<file path="src/design/sjfst_pkg.sv">
package sjfst_pkg;

  // default sizing
  localparam int MAX_PROCS_DEF  = 16;
  localparam int BURST_BITS_DEF = 16;

  // port field widths
  localparam int BURST_IN_W = 16;
  localparam int PID_W      = 5;
  localparam int BURST_O_W  = 16;
  localparam int WAIT_W     = 20;
  localparam int TAT_W      = 20;
  localparam int AVG_W      = 28;
  localparam int IN_DATA_W  = 16;
  localparam int OUT_DATA_W = 120;
  localparam int OUT_PAD_W  = OUT_DATA_W - (PID_W + BURST_O_W + WAIT_W + TAT_W + 2 * AVG_W);
  localparam int Q_FRAC     = 8;

  typedef enum logic [3:0] {
    ST_LOAD,
    ST_RD_I,
    ST_LD_I,
    ST_RD_J,
    ST_CMP,
    ST_WR_I,
    ST_SUM_RD,
    ST_SUM_ACC,
    ST_DIV,
    ST_EM_RD,
    ST_EM_OUT
  } sjf_state_t;

endpackage

</file>
<file path="src/design/sjf_schedule_timing_unit.sv">
// Shortest-job-first schedule timing. Burst times stream in on the input channel, one beat per
// job, and are stored in a job memory with id = arrival position plus one; beats that arrive
// with the store full are dropped and set the overflow flag carried in out_tuser for that batch.
// The beat with in_tlast set closes the batch. The block then sorts the jobs with an exchange
// sort (position i against every later j, swap when burst i is strictly greater), sums the
// waiting times, divides both totals by the job count in Q.8 (truncated), and emits one result
// beat per job in schedule order with out_tlast on the final one. Loading accepts one beat per
// cycle while in_tready is high. After the closing beat the sort (two jobs or more) and the sums
// run, then two divisions of D = min(BURST_BITS, 16) + clog2(MAX_PROCS*(MAX_PROCS+1)/2+1) + 8
// quotient bits (32 at default sizing) on one shared restoring divider, one quotient bit a cycle;
// emission waits on any output stall. The job memory (one read and one write a cycle) sets the
// sort time. in_tready is low from the closing beat until the last result is loaded into the
// output register; the next batch may load while that final result still waits to be taken.
module sjf_schedule_timing_unit
  import sjfst_pkg::*;
#(
  parameter int MAX_PROCS  = MAX_PROCS_DEF,
  parameter int BURST_BITS = BURST_BITS_DEF
) (
  input  logic                  clk,
  input  logic                  rst_n,
  // input channel
  input  logic                  in_tvalid,
  output logic                  in_tready,
  input  logic [IN_DATA_W-1:0]  in_tdata,   // [15:0] burst_in
  input  logic                  in_tlast,   // last_item
  // result channel
  output logic                  out_tvalid,
  input  logic                  out_tready,
  // [4:0] process_id, [20:5] burst_out, [40:21] wait_time, [60:41] turnaround_time,
  // [88:61] avg_wait_q8, [116:89] avg_turnaround_q8, [119:117] zero
  output logic [OUT_DATA_W-1:0] out_tdata,
  output logic                  out_tlast,  // last_result
  output logic                  out_tuser   // overflow
);

  // stored burst width: only the low BURST_BITS of the 16 bit field are kept
  localparam int BW       = (BURST_BITS < BURST_IN_W) ? BURST_BITS : BURST_IN_W;
  localparam int CNT_W    = $clog2(MAX_PROCS + 1);
  localparam int AW       = $clog2(MAX_PROCS);
  localparam int IDW      = CNT_W;
  localparam int ENT_W    = IDW + BW;
  localparam int ACC_W    = BW + CNT_W;
  localparam int SUM_W    = BW + $clog2(MAX_PROCS * (MAX_PROCS + 1) / 2 + 1);
  localparam int DIV_W    = SUM_W + Q_FRAC;
  localparam int STEP_W   = $clog2(DIV_W);
  localparam int ID_EXT_W = (IDW > PID_W) ? IDW : PID_W;
  localparam int ACC_EXT_W = (ACC_W > WAIT_W) ? ACC_W : WAIT_W;
  localparam int Q_EXT_W  = (DIV_W > AVG_W) ? DIV_W : AVG_W;

  // job memory: {id, burst}, one write and one registered read a cycle
  logic [ENT_W-1:0] job_mem [MAX_PROCS];
  logic             mem_we;
  logic [AW-1:0]    mem_wa;
  logic [ENT_W-1:0] mem_wd;
  logic [AW-1:0]    rd_addr;
  logic [ENT_W-1:0] rd_data_r;

  always_ff @(posedge clk) begin
    if (mem_we) begin
      job_mem[mem_wa] <= mem_wd;
    end
    rd_data_r <= job_mem[rd_addr];
  end

  // sequencer state
  sjf_state_t        state_r, state_nxt;
  logic [CNT_W-1:0]  cnt_r, cnt_nxt;       // jobs stored in this batch
  logic              ovf_r, ovf_nxt;       // beat dropped in this batch
  logic [AW-1:0]     i_r, i_nxt;           // sort outer position
  logic [AW-1:0]     j_r, j_nxt;           // sort inner position
  logic [AW-1:0]     k_r, k_nxt;           // sum / emission position
  logic [ENT_W-1:0]  cur_r, cur_nxt;       // running minimum held for position i
  logic [SUM_W-1:0]  wait_sum_r, wait_sum_nxt;
  logic [ACC_W-1:0]  acc_r, acc_nxt;       // running burst sum
  logic [DIV_W-1:0]  q_r, q_nxt;           // dividend shifting out, quotient shifting in
  logic [CNT_W-1:0]  rem_r, rem_nxt;
  logic [STEP_W-1:0] step_r, step_nxt;
  logic              sel_r, sel_nxt;       // 0: wait average, 1: turnaround average
  logic [DIV_W-1:0]  avg_w_r, avg_w_nxt;
  logic [DIV_W-1:0]  avg_t_r, avg_t_nxt;

  // output register
  logic                  out_valid_r, out_valid_nxt;
  logic [OUT_DATA_W-1:0] out_data_r;
  logic                  out_last_r;
  logic                  out_user_r;
  logic                  load_out;
  logic                  load_last;

  // field views of the memory read
  logic [BW-1:0]  rd_burst;
  logic [IDW-1:0] rd_id;
  logic [BW-1:0]  cur_burst;
  logic [BW-1:0]  in_burst;

  assign rd_burst  = rd_data_r[BW-1:0];
  assign rd_id     = rd_data_r[ENT_W-1:BW];
  assign cur_burst = cur_r[BW-1:0];
  assign in_burst  = in_tdata[BW-1:0];

  // shared divider step: restoring, one quotient bit a cycle
  logic [CNT_W:0]   rem_sh;
  logic             div_ge;
  logic [CNT_W:0]   rem_sub;
  logic [DIV_W-1:0] q_shift;

  assign rem_sh  = {rem_r, q_r[DIV_W-1]};
  assign div_ge  = rem_sh >= {1'b0, cnt_r};
  assign rem_sub = div_ge ? (rem_sh - {1'b0, cnt_r}) : rem_sh;
  assign q_shift = {q_r[DIV_W-2:0], div_ge};

  // result fields of the job being emitted
  logic [ACC_W-1:0]     tat_val;
  logic [ID_EXT_W-1:0]  id_ext;
  logic [ACC_EXT_W-1:0] wait_ext;
  logic [ACC_EXT_W-1:0] tat_ext;
  logic [Q_EXT_W-1:0]   avg_w_ext;
  logic [Q_EXT_W-1:0]   avg_t_ext;
  logic [SUM_W-1:0]     tat_sum;
  logic [SUM_W-1:0]     wait_sum_add;

  assign tat_val      = acc_r + ACC_W'(rd_burst);
  assign id_ext       = ID_EXT_W'(rd_id);
  assign wait_ext     = ACC_EXT_W'(acc_r);
  assign tat_ext      = ACC_EXT_W'(tat_val);
  assign avg_w_ext    = Q_EXT_W'(avg_w_r);
  assign avg_t_ext    = Q_EXT_W'(avg_t_r);
  assign tat_sum      = wait_sum_r + SUM_W'(acc_r);
  assign wait_sum_add = wait_sum_r + SUM_W'(acc_r);

  assign in_tready  = (state_r == ST_LOAD);
  assign out_tvalid = out_valid_r;
  assign out_tdata  = out_data_r;
  assign out_tlast  = out_last_r;
  assign out_tuser  = out_user_r;

  always_ff @(posedge clk) begin
    if (!rst_n) begin
      state_r     <= ST_LOAD;
      cnt_r       <= '0;
      ovf_r       <= 1'b0;
      out_valid_r <= 1'b0;
    end else begin
      state_r     <= state_nxt;
      cnt_r       <= cnt_nxt;
      ovf_r       <= ovf_nxt;
      out_valid_r <= out_valid_nxt;
    end
  end

  // datapath registers, no reset needed
  always_ff @(posedge clk) begin
    i_r        <= i_nxt;
    j_r        <= j_nxt;
    k_r        <= k_nxt;
    cur_r      <= cur_nxt;
    wait_sum_r <= wait_sum_nxt;
    acc_r      <= acc_nxt;
    q_r        <= q_nxt;
    rem_r      <= rem_nxt;
    step_r     <= step_nxt;
    sel_r      <= sel_nxt;
    avg_w_r    <= avg_w_nxt;
    avg_t_r    <= avg_t_nxt;
    if (load_out) begin
      out_data_r <= {{OUT_PAD_W{1'b0}}, avg_t_ext[AVG_W-1:0], avg_w_ext[AVG_W-1:0],
                     tat_ext[TAT_W-1:0], wait_ext[WAIT_W-1:0],
                     BURST_O_W'(rd_burst), id_ext[PID_W-1:0]};
      out_last_r <= load_last;
      out_user_r <= ovf_r;
    end
  end

  always_comb begin
    state_nxt    = state_r;
    cnt_nxt      = cnt_r;
    ovf_nxt      = ovf_r;
    i_nxt        = i_r;
    j_nxt        = j_r;
    k_nxt        = k_r;
    cur_nxt      = cur_r;
    wait_sum_nxt = wait_sum_r;
    acc_nxt      = acc_r;
    q_nxt        = q_r;
    rem_nxt      = rem_r;
    step_nxt     = step_r;
    sel_nxt      = sel_r;
    avg_w_nxt    = avg_w_r;
    avg_t_nxt    = avg_t_r;
    mem_we       = 1'b0;
    mem_wa       = cnt_r[AW-1:0];
    mem_wd       = {cnt_r + CNT_W'(1), in_burst};
    rd_addr      = k_r;
    load_out     = 1'b0;
    load_last    = 1'b0;

    unique case (state_r)
      ST_LOAD: begin
        if (in_tvalid) begin
          // store the job, or drop it when the memory is full
          if (cnt_r < CNT_W'(MAX_PROCS)) begin
            mem_we  = 1'b1;
            cnt_nxt = cnt_r + CNT_W'(1);
          end else begin
            ovf_nxt = 1'b1;
          end
          if (in_tlast) begin
            i_nxt        = '0;
            k_nxt        = '0;
            acc_nxt      = '0;
            wait_sum_nxt = '0;
            state_nxt    = (cnt_nxt >= CNT_W'(2)) ? ST_RD_I : ST_SUM_RD;
          end
        end
      end

      ST_RD_I: begin
        rd_addr   = i_r;
        j_nxt     = i_r + AW'(1);
        state_nxt = ST_LD_I;
      end

      ST_LD_I: begin
        // entry i arrives while entry i+1 is read
        rd_addr   = j_r;
        cur_nxt   = rd_data_r;
        state_nxt = ST_CMP;
      end

      ST_RD_J: begin
        rd_addr   = j_r;
        state_nxt = ST_CMP;
      end

      ST_CMP: begin
        rd_addr = j_r;
        if (cur_burst > rd_burst) begin
          // swap: larger job moves to j, smaller stays held for i
          mem_we  = 1'b1;
          mem_wa  = j_r;
          mem_wd  = cur_r;
          cur_nxt = rd_data_r;
        end
        if (CNT_W'(j_r) + CNT_W'(1) == cnt_r) begin
          state_nxt = ST_WR_I;
        end else begin
          j_nxt     = j_r + AW'(1);
          state_nxt = ST_RD_J;
        end
      end

      ST_WR_I: begin
        mem_we = 1'b1;
        mem_wa = i_r;
        mem_wd = cur_r;
        if (CNT_W'(i_r) + CNT_W'(2) == cnt_r) begin
          k_nxt     = '0;
          state_nxt = ST_SUM_RD;
        end else begin
          i_nxt     = i_r + AW'(1);
          state_nxt = ST_RD_I;
        end
      end

      ST_SUM_RD: begin
        state_nxt = ST_SUM_ACC;
      end

      ST_SUM_ACC: begin
        wait_sum_nxt = wait_sum_add;
        acc_nxt      = acc_r + ACC_W'(rd_burst);
        if (CNT_W'(k_r) + CNT_W'(1) == cnt_r) begin
          q_nxt     = {wait_sum_add, {Q_FRAC{1'b0}}};
          rem_nxt   = '0;
          step_nxt  = '0;
          sel_nxt   = 1'b0;
          state_nxt = ST_DIV;
        end else begin
          k_nxt     = k_r + AW'(1);
          state_nxt = ST_SUM_RD;
        end
      end

      ST_DIV: begin
        q_nxt    = q_shift;
        rem_nxt  = rem_sub[CNT_W-1:0];
        step_nxt = step_r + STEP_W'(1);
        if (step_r == STEP_W'(DIV_W - 1)) begin
          if (!sel_r) begin
            avg_w_nxt = q_shift;
            // turnaround total = wait total + total burst
            q_nxt     = {tat_sum, {Q_FRAC{1'b0}}};
            rem_nxt   = '0;
            step_nxt  = '0;
            sel_nxt   = 1'b1;
          end else begin
            avg_t_nxt = q_shift;
            acc_nxt   = '0;
            k_nxt     = '0;
            state_nxt = ST_EM_RD;
          end
        end
      end

      ST_EM_RD: begin
        state_nxt = ST_EM_OUT;
      end

      ST_EM_OUT: begin
        // hold the read address so the entry stays on rd_data_r during a stall
        if (!out_valid_r || out_tready) begin
          load_out = 1'b1;
          acc_nxt  = tat_val;
          if (CNT_W'(k_r) + CNT_W'(1) == cnt_r) begin
            load_last = 1'b1;
            cnt_nxt   = '0;
            ovf_nxt   = 1'b0;
            state_nxt = ST_LOAD;
          end else begin
            k_nxt     = k_r + AW'(1);
            state_nxt = ST_EM_RD;
          end
        end
      end

      default: begin
        state_nxt = ST_LOAD;
      end
    endcase

    if (load_out) begin
      out_valid_nxt = 1'b1;
    end else if (out_tready) begin
      out_valid_nxt = 1'b0;
    end else begin
      out_valid_nxt = out_valid_r;
    end
  end

endmodule
</file>
<file path="config.mk">
export PLATFORM = sky130hd
export DESIGN_NAME = sjf_schedule_timing_unit
export DESIGN_NICKNAME = d
export VERILOG_FILES = /design/src/design/sjfst_pkg.sv /design/src/design/sjf_schedule_timing_unit.sv
export SDC_FILE = /design/constraint.sdc
export NUM_CORES = 1
export LEC_CHECK = 0
export ABC_AREA = 1
export BUFFER_PORTS_ARGS = -buffer_cell sky130_fd_sc_hd__buf_2
export CAP_MARGIN = 20
export CORE_MARGIN = 2
export CORE_UTILIZATION = 27
export DETAILED_ROUTE_END_ITERATION = 7
export HOLD_SLACK_MARGIN = 0.1
export PLACE_DENSITY = 0.5
export SLEW_MARGIN = 10
export SYNTH_ARGS = -nofsm -noshare
export SYNTH_HDL_FRONTEND = slang
export SYNTH_SLANG_ARGS = --single-unit
export TNS_END_PERCENT = 30
</file>
<file path="constraint.sdc">
create_clock -name clk -period 9.7 [get_ports clk]
set_clock_uncertainty 0.1 [all_clocks]
set_input_delay 1.455 -clock clk [delete_from_list [all_inputs] [get_ports clk]]
set_output_delay 1.455 -clock clk [all_outputs]
set_load 0.005 [all_outputs]
</file>
==> results of run 1 <==
## sequential cells by signal (all words and copies together), names as in the netlist, 5 cells and up
register,cells
avg_w_ext,28
step_r,5
cur_r,21
acc_r,21
q_r,32
job_mem,336
rem_r,5
out_tdata,117
wait_sum_r,24
rd_data_r,21
avg_t_ext,28
cnt_r,5
## logic make-up (layout without fill, tap and decap cells)
family                   count (synthesis)  count (layout)  synth area share
AND/OR/NAND/NOR                        768             768            0.1123
flip-flops                             664             664            0.6853
AO/OA/AOI/OAI                          463             463           0.09672
buffers and inverters                  421             666           0.06049
adder cells (fa/ha/maj)                 69              69           0.03094
XOR/XNOR                                46              46           0.01407
other                                    1               5         0.0001310
## layout make-up
class	instances	area, sq um
inverters	322	1211
well taps	1391	1740
flip-flops and latches	664	19620
clock inverters	52	546.8
fillers	10539	71550
diodes	2	5.005
clock buffers	90	2006
multi-input cells	1349	7390
repair buffers	202	1204
## per-stage QoR
stage / utilization / instances / total power [W]
2_1_floorplan: - / 2434 / 0.007924
3_3_place_gp: 0.2943 / 3909 / 0.009616
3_5_place_dp: 0.2957 / 3926 / 0.009672
4_1_cts: 0.3200 / 4068 / 0.01260
5_1_grt: 0.3203 / 4070 / 0.01337
6_report: 0.3203 / 4072 / 0.01250
## Yosys cell counts, types with 2 or more instances
cell type / count / area share
edfxtp_1: 632 / 0.66
nand2_1: 378 / 0.050
inv_1: 312 / 0.041
nand3_1: 178 / 0.031
nor2_1: 170 / 0.022
a21oi_1: 150 / 0.026
o211ai_1: 112 / 0.029
o21ai_0: 108 / 0.019
ha_1: 66 / 0.029
o21ai_1: 50 / 0.0087
buf_2: 40 / 0.0070
clkbuf_1: 38 / 0.0050
dfxtp_1: 32 / 0.022
xor2_1: 26 / 0.0080
xnor2_1: 20 / 0.0061
o211ai_2: 14 / 0.0061
buf_4: 11 / 0.0029
nand4_1: 11 / 0.0024
a21o_1: 10 / 0.0026
nor3_1: 10 / 0.0017
buf_6: 8 / 0.0031
inv_2: 8 / 0.0010
nand2_2: 6 / 0.0013
o22ai_1: 6 / 0.0013
o21bai_1: 4 / 0.0010
or2_2: 4 / 0.00087
fa_1: 3 / 0.0021
nor2_4: 3 / 0.0012
a21boi_0: 2 / 0.00052
a22oi_1: 2 / 0.00052
buf_1: 2 / 0.00026
clkinv_1: 2 / 0.00026
nor2_2: 2 / 0.00044
nor4_1: 2 / 0.00044
o21a_1: 2 / 0.00052
## metal layers
metal  wire, um  track usage  up-vias  share of wire
met1      34000       0.1887     8792           0.46
li1           -            -     8913              -
met5         26            0        -        0.00035
met4       1520      0.03350        4          0.021
met3       4491      0.02378       98          0.061
met2      34020       0.2161      495           0.46
## placed cells by master (no fill, tap or decap), types with 15 or more instances in the layout
cell type  count
xor2_1        26
clkbuf_16     77
nand2_1      378
nor2_2        22
o21ai_1       49
o21ai_0      108
nor2_1       149
ha_1          66
a21oi_1      149
buf_2        141
xnor2_1       20
edfxtp_1     632
dfxtp_1       32
o211ai_1     112
buf_4         59
inv_1        312
clkinv_1      15
clkinv_2      17
nand3_1      178
## worst paths after layout
check / startpoint / cells past startpoint / slack [ps] / endpoint
hold / removal: avg_t_ext[7]$_DFFE_PP_ / 0 / 320 / out_tdata[96]$_DFFE_PP_
setup reg to reg: state_r[0]$_SDFFE_PN0P_ / 12 / 5570 / rd_data_r[4]$_DFF_P_
hold reg to reg: avg_t_ext[7]$_DFFE_PP_ / 0 / 320 / out_tdata[96]$_DFFE_PP_
setup / recovery: state_r[0]$_SDFFE_PN0P_ / 12 / 5570 / rd_data_r[4]$_DFF_P_
## worst reg2reg max path, stage by stage, from the launching register on
cell,delay (ps)
dfxtp_1,590
nor2_2,110
nand2_2,260
nand2_2,140
nor2_4,190
nand2_2,120
nand2_8,590
buf_4,1060
a21oi_1,250
o21ai_1,130
nand3_1,150
nand3_1,120
nand2_1,160
## power breakdown
part           switching, W  total, W  internal [W]
Clock               0.00118   0.00289       0.00171
Combinational       0.00381   0.00541       0.00160
Sequential         0.000268   0.00419       0.00393
Total               0.00526    0.0125       0.00724
==> results.txt, run 1 <==
After detailed routing, the total wire length is 74.06 mm. For the register area share after synthesis, the log shows 0.6853. Entering global routing, the biggest net connects 144 pins. The number of buffer cells added on primary ports was 141; the global-route wire length before repair was 111.0 mm. The largest individual stage delay along the critical path comes from the cell buf_4. STA puts the critical path data arrival time at 4480 ps. TritonCTS built the clock tree. The count of final hold-check violations was 0; the area of the die was 108600 sq um.

The post-cts gate resize count came out at 0. The per-cell via count in the routed design works out to 4.495. The detailed-routing iteration count for the pre-antenna-repair pass was 7; the ratio of final minimum period to clock period was 0.4257. The logs give 6 for the initial antenna violation count and 33720 sq um for the final design instance area without fill. The worst slew slack as a fraction of its limit was 0.2770. The library cell appearing most often on the critical path was nand2_2.

In this run the worst hold path is classified as reg2reg. Synthesis inferred 664 register bits. The maximum fanout along the worst path is 143. The setup path with the least slack is of type reg2reg.

The run gives 0.2720 as the initial core utilization. At the placement stage, the worst setup path has a slack of 5566 ps. The logs give 105300 sq um for the core footprint and 0 ps for the summed negative setup slack over all endpoints.

No sink is reached through more buffers than the 3 on the longest clock path. On the worst path, the slowest cell contributes a delay of 930 ps. The total number of vias came out at 18.30k. For this run, design rule violations remaining after detail routing come to 0. The run gives 119 as the standard-cell row count.

VDD sags by at most 0.0002715 V. In this run the vertical extent of the chip is 329.6 um. The data required time of the critical path is 10050 ps.

The clock drives 664 sinks. The cell sitting at the root of the clock tree is a clkbuf_16. The via count of the first global-routing pass was 17.46k. The logs give 2432 for the post-synthesis cell count and 31130 sq um for the placed cell area. The clock slew at the register clock pins of the worst setup and hold paths was 60 ps; the final period demand of the worst path was 4130 ps. Synthesized area per cell: 11.77 sq um. The signal on the critical path passes through nor2_2 -> nand2_2 -> nand2_2 -> nor2_4 -> nand2_2 -> nand2_8 -> buf_4 -> a21oi_1 -> o21ai_1 -> nand3_1 -> nand3_1 -> nand2_1. The combined buffer and inverter count along the critical path works out to 1. Based on the critical path, the design can be clocked at up to 242.2 MHz. After detailed routing, the average wire length per cell comes to 18.19 um. The max-slew violation total from the final report was 0; the estimated wirelength of the detail-placed design was 49.26 mm. After synthesis, the netlist uses 43 different library cells.

For this run, the number of Yosys warnings is 0. In this run the remaining antenna-violating nets after routing total 0. Post-CTS timing repair inserted 0 buffers for setup. The tools report the number of max-capacitance violations reported as 0. The setup slack after layout is 5570 ps.

The fraction of final layout cells sized beyond drive strength 1 was 0.1433. The top-level I/O count was 145. The first routing iteration left 1575 violations. The number of nets in the finished design was 2705. The proportion of register bits with asynchronous set or reset after synthesis is 0. The global routing usage summed across all routing layers was 0.1347; the later-pin clock latency in the skew report was 620 ps. The tools report the deepest level of the CTS H-tree as 3. The area overhead of the layout relative to synthesis works out to 17.79%. Global routing finished with a remaining overflow of 0. Routability-driven placement congestion ratio: 0.8049. For this design, the CTS-stage hold fixing added 0 buffers. In the synthesized netlist the dominant register cell turns out to be edfxtp_1. The number of enable-type register cells in the synthesized netlist is 632. STA classifies the critical path startpoint as a flop.

Setup violations remaining at the end of the flow were counted as 0. From left edge to right edge, the die measures 329.6 um. The tools report the final worst hold slack as 316.4 ps.

On the critical path the largest part of the delay comes from simple AND/OR/NAND/NOR gates. The total power density per cell area works out to 370.6 nW/um^2. At the pin with the least slew margin, the transition time is 1084 ps.

The run finished with clean final reports. Setup repair after global routing left no endpoint under its margin. The worst setup path is captured at a flop. The leakage power total was 12.76 nW; the netlist area before placement was 28630 sq um. Buffers inserted during clock tree synthesis total 76.
Power figures use the tool's default switching activity.
==> run 2: changes to the inputs <==
Clock period 9.7 ns to 4.1 ns, I/O delays scaled along.
==> run 2 against run 1 <==
  * Critical path depth grew 1
  * Total power up 140%
  * First-iteration DRC count shrank 6.3%
  * Critical path type unchanged
  * Flip-flop and latch count unchanged
  * Largest power group unchanged
  * Final cell count grew 0.56%
  * Maximum frequency up 19%
  * Non-clock buffer count grew 28
==> results.txt, run 2 (synthesis results as in run 1) <==
Most common cell after layout, fill and taps aside: edfxtp_1 (unchanged). The signal arrival time at the worst endpoint came out at 3680 ps (was 4480 ps). For the post-cts gate resize count, the log shows 0 (unchanged). Launching element type of the critical path: a flop (unchanged).

The run gives 2732 (was 2705) as the number of nets in the finished design. TritonCTS built the clock tree. The per-cell via count in the routed design came out at 4.469 (was 4.495). The routability-driven placement congestion ratio came out at 0.8409 (was 0.8049). The number of buffer cells added on primary ports was 141 (unchanged); the clock tree buffer depth was 3 (unchanged). The tools report the initial antenna violation count as 7 (was 6).

The clock sink count was 664 (unchanged). The worst slew slack as a fraction of its limit was 0.4330 (was 0.2770). The maximum fanout along the worst path was 14 (was 143).

Launch instance of the worst register-to-register path: rd_data_r[10]$_DFF_P_ (was state_r[0]$_SDFFE_PN0P_). The cell at the root of the clock tree is clkbuf_16 (unchanged). The total power density per cell area was 880.4 nW/um^2 (was 370.6 nW/um^2); the remaining design rule violation count was 0 (unchanged). The endpoint kind of the worst setup timing path is a flop (unchanged). The run gives 105300 sq um (unchanged) as the core footprint. The area overhead of the layout relative to synthesis was 18.14% (was 17.79%); the peak ir drop on the vdd network was 0.0007066 V (was 0.0002715 V).

The area of the die was 108600 sq um (unchanged); the ratio of final minimum period to clock period was 0.8446 (was 0.4257). The global routing usage summed across all routing layers is 0.1337 (was 0.1347). The via count of the first global-routing pass is 17.81k (was 17.46k), and the data required time of the critical path is 4310 ps (was 10050 ps). The flip-flop count of the largest register after layout works out to 336 (unchanged). The average wire per cell in the routed design is 17.80 um (was 18.19 um).

The count of final hold-check violations is 0 (unchanged), and the top-level I/O count is 145 (unchanged). The register name with the most flops was job_mem (unchanged). The run gives 51.48 mm (was 49.26 mm) as the estimated wirelength of the detail-placed design.

The tools report the register-to-register setup slack as 640 ps (was 5570 ps). The path depth of the worst reg2reg path was 13 (was 12); the later-pin clock latency in the skew report was 620 ps (about the same). The run gives 119 (unchanged) as the standard-cell row count. The detailed-routing iteration count for the pre-antenna-repair pass came out at 5 (was 7).

The capturing point of the worst reg2reg path is job_mem[2][19]$_DFFE_PP_ (was rd_data_r[4]$_DFF_P_). The clock slew at the register clock pins of the worst setup and hold paths was 60 ps (about the same); the vertical die dimension was 329.6 um (unchanged). The tools report the worst hold path endpoint as out_tdata[93]$_DFFE_PP_ (was out_tdata[96]$_DFFE_PP_). The final period demand of the worst path is 3463 ps (was 4130 ps). Setup repair after global routing left no endpoint under its margin.

The tools report the critical hold path startpoint as avg_t_ext[4]$_DFFE_PP_ (was avg_t_ext[7]$_DFFE_PP_). Leading cell types in the layout, fill and taps excluded: edfxtp_1, nand2_1, inv_1 (unchanged). The number of buffers created by CTS is 75 (was 76).

The upper clock frequency limit came out at 288.8 MHz (was 242.2 MHz). Final setup violation count: 0 (unchanged). The flow ran to the end, and the final reports show no timing, DRC or antenna violations.

The global route total overflow came out at 0 (unchanged). The total setup buffers inserted after CTS was 0 (unchanged). The DRC violation total after the first TritonRoute iteration was 1476 (was 1575); the worst hold path depth was 0 (unchanged).

The final total power is 0.02977 W (was 0.01250 W), and the slew of the pin with the lowest slew margin is 850.5 ps (was 1084 ps). For the max-slew violation total from the final report, the log shows 0 (unchanged). The x dimension of the die was 329.6 um (unchanged); the summed negative setup slack over all endpoints was 0 ps (unchanged). The fraction of final layout cells sized beyond drive strength 1 was 0.1451 (was 0.1433); the initial core utilization was 0.2720 (unchanged). The deepest level of the CTS H-tree is 3 (unchanged). The class of the most critical setup path is reg2reg (unchanged). The total number of vias came out at 18.30k (about the same). The tools report the global-route wire length before repair as 111.0 mm (about the same). The number of hold buffers added after CTS was 0 (unchanged). The run gives 0 (unchanged) as the number of max-capacitance violations reported. The path type of the worst min-delay path is reg2reg (unchanged). The logs give 12.81 nW (was 12.76 nW) for the leakage power total and 67 (was 144) for the maximum number of pins on one net before global-route repair.

The tools report the number of routed nets with antenna violations as 0 (unchanged). The tools report the routed wire length as 72.87 mm (was 74.06 mm).
run 2: cell types whose count changed in the layout (fill, tap and decap cells not counted), sizes merged:
cell	previous run	this run
inv	323	324
bufinv	8	6
diode	2	3
clkinvlp	4	2
clkinv	39	34
buf	202	230
clkbuf	90	92
run 2: how the worst max path moves through the flow:
stage                               start                  endpoint  cells past startpoint
floorplan            k_r[0]$_SDFFCE_PN0P_           sel_r$_DFFE_PP_                      9
global placement    rd_data_r[11]$_DFF_P_  job_mem[3][20]$_DFFE_PP_                     13
detailed placement  rd_data_r[10]$_DFF_P_  job_mem[2][18]$_DFFE_PP_                     13
CTS                 rd_data_r[10]$_DFF_P_  job_mem[2][19]$_DFFE_PP_                     13
global route        rd_data_r[11]$_DFF_P_   job_mem[3][4]$_DFFE_PP_                     13
finish              rd_data_r[10]$_DFF_P_  job_mem[2][19]$_DFFE_PP_                     13
run 2: final cells by class:
type                    instances  area, sq um
diodes                          3        7.507
well taps                    1391         1740
repair buffers                230         1474
flip-flops and latches        664        19620
clock buffers                  92         1941
clock inverters                44        437.9
multi-input cells            1349         7390
inverters                     322         1211
fillers                     10558        71450
run 2: layer usage:
metal	global-route usage	routed length (um)
met5	0	80
met4	0.04032	1759
met3	0.02756	4407
met2	0.2036	31920
met1	0.1913	34710
run 2: worst max-delay path: stages, from the launching register on:
cell and delay (ps):
dfxtp_1 410, inv_1 60, ha_1 290, nand4_1 140
nor3_1 230, nand2_1 80, nand2_1 150, nand2_1 200
o21ai_0 220, inv_1 80, a21oi_1 220, nand2_1 270
nor2_2 460, buf_12 210
run 2: power breakdown:
part	internal [W]	switching [W]
clock network	0.00377	0.00277
registers	0.00929	0.000575
logic	0.00408	0.00929
total	0.0171	0.0126
run 2: per-stage QoR:
| step | std cells | hold slack, ps | instance area [sq um] | util | worst slack [ps] |
|---|---|---|---|---|---|
| 3_3_place_gp | 3956 | 303.8 | 31430 | 0.2986 | 796.8 |
| 2_1_floorplan | 2434 | 300.3 | 28640 | - | 52.41 |
| 6_report | 4095 | 309.7 | 33820 | 0.3213 | 637.3 |
| 3_5_place_dp | 3956 | 304.5 | 31430 | 0.2986 | 728.3 |
| 4_1_cts | 4092 | 261.0 | 33810 | 0.3212 | 671.1 |
| 5_1_grt | 4092 | 322.2 | 33810 | 0.3212 | 352.2 |
